<file path="src/rtl/core/rmq_pkg.sv">
// ---------------------------------------------------------------------------
// rmq_pkg: shared types and constants
// Widths, the matrix word layout and the sideband that travels with each word.
// ---------------------------------------------------------------------------
package rmq_pkg;

    localparam int FRAC_BITS_DEF = 14;
    localparam int IN_W          = 16;
    localparam int OUT_W         = 16;
    localparam int NRM_W         = 30;   // normalised magnitudes lie below 2^30
    localparam int NRM_TOP       = 29;   // target leading one position
    localparam int SQ_W          = 62;   // sum of four squares of NRM_W bits
    localparam int ROOT_W        = 31;   // floor square root of SQ_W bits
    localparam int POS_W         = 6;    // leading one position

    typedef logic signed [IN_W-1:0] entry_t;

    typedef struct packed {
        entry_t zz;
        entry_t zy;
        entry_t zx;
        entry_t yz;
        entry_t yy;
        entry_t yx;
        entry_t xz;
        entry_t xy;
        entry_t xx;
    } mat_t;

    typedef struct packed {
        logic [3:0] neg;
        logic       invalid;
    } side_t;

    typedef enum logic [1:0] {
        BR_TRACE = 2'd0,
        BR_X     = 2'd1,
        BR_Y     = 2'd2,
        BR_Z     = 2'd3
    } branch_t;

endpackage

</file>
<file path="src/rtl/core/rmq_front.sv">
// ---------------------------------------------------------------------------
// rmq_front: branch selection and component forming
// Two stages: radicands, sums and branch decision, then selection and magnitude.
// ---------------------------------------------------------------------------
module rmq_front
    import rmq_pkg::*;
#(
    parameter int FRAC_BITS = FRAC_BITS_DEF,
    parameter int RAD_W     = 20
)
(
    input  logic                        clk,
    input  logic                        rst_n,
    input  logic                        en,
    input  logic                        in_valid,
    input  mat_t                        mat,
    output logic                        out_valid,
    output logic [3:0][RAD_W-1:0]       mag,
    output side_t                       side
);

    localparam logic signed [RAD_W-1:0] ONE = {{(RAD_W-1){1'b0}}, 1'b1} << FRAC_BITS;

    logic signed [RAD_W-1:0] xx, yy, zz;
    logic signed [RAD_W-1:0] rad_next [4];
    logic signed [RAD_W-1:0] rad_reg  [4];
    logic signed [RAD_W-1:0] off_next [6];
    logic signed [RAD_W-1:0] off_reg  [6];
    branch_t                 br_next, br_reg;
    logic                    v1_reg;

    logic signed [RAD_W-1:0] r_sel;
    logic signed [RAD_W-1:0] c_sel [4];
    logic [3:0][RAD_W-1:0]   mag_next, mag_reg;
    side_t                   side_next, side_reg;
    logic                    v2_reg;

    assign xx = RAD_W'(mat.xx);
    assign yy = RAD_W'(mat.yy);
    assign zz = RAD_W'(mat.zz);

    always_comb
    begin
        rad_next[0] = ONE + xx + yy + zz;
        rad_next[1] = ONE + xx - yy - zz;
        rad_next[2] = ONE + yy - xx - zz;
        rad_next[3] = ONE + zz - xx - yy;
        // Differences feed every branch, sums only the diagonal branches.
        off_next[0] = RAD_W'(mat.zy) - RAD_W'(mat.yz);
        off_next[1] = RAD_W'(mat.xz) - RAD_W'(mat.zx);
        off_next[2] = RAD_W'(mat.yx) - RAD_W'(mat.xy);
        off_next[3] = RAD_W'(mat.xy) + RAD_W'(mat.yx);
        off_next[4] = RAD_W'(mat.xz) + RAD_W'(mat.zx);
        off_next[5] = RAD_W'(mat.yz) + RAD_W'(mat.zy);
        if ((xx + yy + zz) > 0)
            br_next = BR_TRACE;
        else if (xx > yy && xx > zz)
            br_next = BR_X;
        else if (yy > zz)
            br_next = BR_Y;
        else
            br_next = BR_Z;
    end

    always_ff @(posedge clk or negedge rst_n)
    begin
        if (!rst_n)
        begin
            v1_reg <= 1'b0;
            v2_reg <= 1'b0;
        end
        else if (en)
        begin
            v1_reg <= in_valid;
            v2_reg <= v1_reg;
        end
    end

    always_ff @(posedge clk)
    begin
        if (en)
        begin
            rad_reg  <= rad_next;
            off_reg  <= off_next;
            br_reg   <= br_next;
            mag_reg  <= mag_next;
            side_reg <= side_next;
        end
    end

    always_comb
    begin
        case (br_reg)
            BR_TRACE:
            begin
                r_sel = rad_reg[0];
                c_sel[0] = rad_reg[0]; c_sel[1] = off_reg[0];
                c_sel[2] = off_reg[1]; c_sel[3] = off_reg[2];
            end
            BR_X:
            begin
                r_sel = rad_reg[1];
                c_sel[0] = off_reg[0]; c_sel[1] = rad_reg[1];
                c_sel[2] = off_reg[3]; c_sel[3] = off_reg[4];
            end
            BR_Y:
            begin
                r_sel = rad_reg[2];
                c_sel[0] = off_reg[1]; c_sel[1] = off_reg[3];
                c_sel[2] = rad_reg[2]; c_sel[3] = off_reg[5];
            end
            default:
            begin
                r_sel = rad_reg[3];
                c_sel[0] = off_reg[2]; c_sel[1] = off_reg[4];
                c_sel[2] = off_reg[5]; c_sel[3] = rad_reg[3];
            end
        endcase
        side_next.invalid = (r_sel <= 0);
        for (int i = 0; i < 4; i++)
        begin
            side_next.neg[i] = c_sel[i][RAD_W-1];
            mag_next[i]      = c_sel[i][RAD_W-1] ? -c_sel[i] : c_sel[i];
        end
    end

    assign out_valid = v2_reg;
    assign mag       = mag_reg;
    assign side      = side_reg;

endmodule

</file>
<file path="config.mk">
export PLATFORM = sky130hd
export DESIGN_NAME = rmq_front
export DESIGN_NICKNAME = d
export VERILOG_FILES = /design/src/rtl/core/rmq_pkg.sv /design/src/rtl/core/rmq_front.sv
export SDC_FILE = /design/constraint.sdc
export NUM_CORES = 1
export LEC_CHECK = 0
export BUFFER_PORTS_ARGS = -buffer_cell sky130_fd_sc_hd__buf_4
export CAP_MARGIN = 30
export CORE_ASPECT_RATIO = 0.6
export CORE_MARGIN = 4
export CORE_UTILIZATION = 35
export DETAILED_ROUTE_END_ITERATION = 10
export GPL_TIMING_DRIVEN = 1
export SYNTH_ARGS = -nofsm -noshare
export SYNTH_HDL_FRONTEND = slang
export SYNTH_SLANG_ARGS = --single-unit
</file>
<file path="constraint.sdc">
create_clock -name clk -period 6.4 [get_ports clk]
set_input_delay 0.32 -clock clk [delete_from_list [all_inputs] [get_ports clk]]
set_output_delay 0.32 -clock clk [all_outputs]
set_load 0.01 [all_outputs]
</file>
==> flow_summary.json <==
{
  "path_max_fanout": 53,
  "p_leak_nw": 11.2,
  "final_core_util": 0.409,
  "cts_resized": 0,
  "final_cells": 3188,
  "cts_setup_buffers": 0,
  "drt_wl_total_um": 70100,
  "yosysTopAreaCellShare": 0.343,
  "routed_via_density": 5.31,
  "arrival_ps": 4110,
  "clkLatencyLatePin_ps": 550,
  "dieArea_um2": 69500,
  "start_util": 0.354,
  "syn_inst": 2091,
  "worstHoldPathType": "primary input to async pin",
  "met1Wirelength_um": 33200,
  "outcome": "finished, final reports clean",
  "vias": 16900,
  "cp_slowest_cell": "mux4_1",
  "slew_viol_final": 0,
  "ys_ff_latch": 263,
  "synth_top_flop_cell": "edfxtp_1",
  "yosysUniqueCellTypes": 83,
  "wire_per_inst_um": 22.0,
  "worst-path-buf-inv": 1,
  "rsz0062_at_grt": "no",
  "final_layout_size_suffix_gt1_frac": 0.158,
  "holdWs_ps": 80.6,
  "largest_reg_flops": 99,
  "synth_area_um2": 22800,
  "portBuffers": 233,
  "startpoint_type": "flip-flop",
  "drc": 0,
  "cts_tree": "yes",
  "grt_max_degree": 173,
  "min_period_ps": 3780,
  "clk_pin_slew_ps": 60,
  "cts.sinks": 263,
  "drt-initial-drc-count": 1842,
  "finalSetupTns_ps": 0,
  "setup_violations": 0,
  "io-pin-count": 234,
  "grt_pass1_wl_um": 102000,
  "ys_top_cells_by_area": "edfxtp_1, ha_1, fa_1",
  "cts-root-buf": "clkbuf_16",
  "vdd_drop_max_uv": 219,
  "ant_nets": 0,
  "synth_area_leader_cell": "edfxtp_1",
  "grt-ovfl-total": 0,
  "async_reset_ff_frac": 0.00760,
  "crit_top_cell": "nand2b_1",
  "wl_met2_um": 28500,
  "yosysSeqAreaShare": 0.346,
  "dp_hpwl_um": 59200,
  "fin_crit_sh": 0.590,
  "nNetsFinal": 2839,
  "synth-edff-count": 261,
  "cts_buffers": 27,
  "avgSynthCellArea_um2": 10.9,
  "gp_congestion": 0.934,
  "dr_wl_met3_um": 7550,
  "clockBufferDepth": 3,
  "clock_skew_ps": 10.4,
  "coreArea_um2": 64500,
  "fmax_ghz": 0.265,
  "cpPeakStageDelay_ps": 810,
  "fin_area_um2": 26400,
  "powerDensity_nw_per_um2": 301,
  "grt_pass1_vias": 16100,
  "drv_cap": 0,
  "h-tree-depth": 1,
  "die_h_um": 206,
  "top_layer": "met5",
  "grt_use_total": 0.196,
  "ctsHoldBuffers": 2,
  "dpl_cell_area_um2": 25500,
  "crit_chain": "buf_4, mux4_1, nor4_1, nand2b_1, nor3_1, nand2b_1, or2_2, o21ai_1, xor2_1",
  "worst_ep_required_time_ps": 6740,
  "synth_warnings": 0,
  "antenna_found_initial": 9,
  "worst_pin_slew_ps": 1030,
  "relSlewSlack": 0.316,
  "firstDrtPassIters": 5,
  "cp_top_family": "simple AND/OR/NAND/NOR gates",
  "rows": 72,
  "hold_viol": 0,
  "cp-end-kind": "flip-flop",
  "die_w_um": 338,
  "post-place-cells": 3137,
  "worstSetupPathType": "flip-flop to flip-flop",
  "area_delta_synth_final_pct": 15.6
}
## per-layer routing
layer | global-route usage | vias to the layer above
li1 | - | 7923
met1 | 0.293 | 8214
met2 | 0.282 | 723
met3 | 0.0640 | 64
met4 | 0.0193 | 8
met5 | 0 | -
## placed cells by master, fill, tap and decap left out, types with 54 or more instances in the layout
cell type    n
nor2_1     122
inv_1      259
xnor2_1    131
fa_1        78
ha_1       296
nand2_1     83
buf_4      235
o21ai_0     72
xor2_1      56
mux4_2      54
a21oi_1    129
edfxtp_1   261
## path summary, 6_finish.rpt
path | startpoint | endpoint | slack, ps | depth (start not counted)
worst max-delay path | br_reg[0] | mag[36] | 2620 | 9
worst min register to register | v1_reg | out_valid | 510 | 1
worst max register to register | br_reg[0] | mag[36] | 2620 | 9
max in group asynchronous | rst_n | out_valid | 6230 | 2
worst min-delay path | rst_n | v1_reg | 80 | 2
min in group clk | mat[96] | off_reg[20] | 170 | 3
## stage by stage
stage          power, W  worst slack, ps
2_1_floorplan   0.00487             2940
3_3_place_gp    0.00625             2160
3_5_place_dp    0.00629             2130
4_1_cts         0.00794             2640
5_1_grt         0.00835             2320
6_report        0.00794             2620
## power by group
group	leakage (nW)	switching [W]	total (W)	internal [W]
registers	2.58	0.000372	0.00292	0.00255
clock network	0.436	0.000706	0.00164	0.000935
logic	8.17	0.00194	0.00338	0.00143
total	11.2	0.00302	0.00794	0.00492
## worst register-to-register path: stages (launching register included)
cell	delay [ps]
edfxtp_1	370
buf_4	700
mux4_1	840
nor4_1	370
nand2b_1	150
nor3_1	230
nand2b_1	100
or2_2	320
o21ai_1	170
xor2_1	310
## cells by family (layout without fill, tap and decap cells)
kind of cell               Yosys count  after routing  synth area share
AOI/OAI and AO/OA                  422            422             0.121
adders and majority gates          374            374             0.231
other                                1              5          0.000164
buffers and inverters              305            547            0.0531
xor gates and xnor gates           187            187            0.0718
and+or+nand+nor                    466            466             0.106
DFF                                263            263             0.346
muxes                               73             73            0.0710
## cell usage after synthesis (all sizes together) (5+ instances only)
cell and n:
nor2 124, xnor2 131, nor4 29, nand2 83
o41ai 8, o31ai 22, o22ai 8, a211oi 11
xor2 56, nor3 48, mux4 67, nand3 30
edfxtp 261, inv 259, nand2b 29, o211ai 14
a41oi 5, a211o 5, buf 25, or4 7
nand3b 9, nor2b 35, o21ai 80, a21oi 129
ha 296, and3 10, o21a 22, and2 8
clkbuf 20, o31a 6, or2 12, a21o 22
o2111ai 5, or3 25, fa 78, o21bai 19
a221oi 7, a31oi 16, a311oi 6
## layout make-up
type                            instances  area [µm²]
Fill cell                            6180       38100
Multi-Input combinational cell       1526       13700
Sequential cell                       263        7890
Timing Repair Buffer                  239        1820
Tap cell                              851        1060
Inverter                              260         976
Clock buffer                           27         676
Clock inverter                         21         221
Antenna cell                            1        2.50
Power figures use the tool's default switching activity.
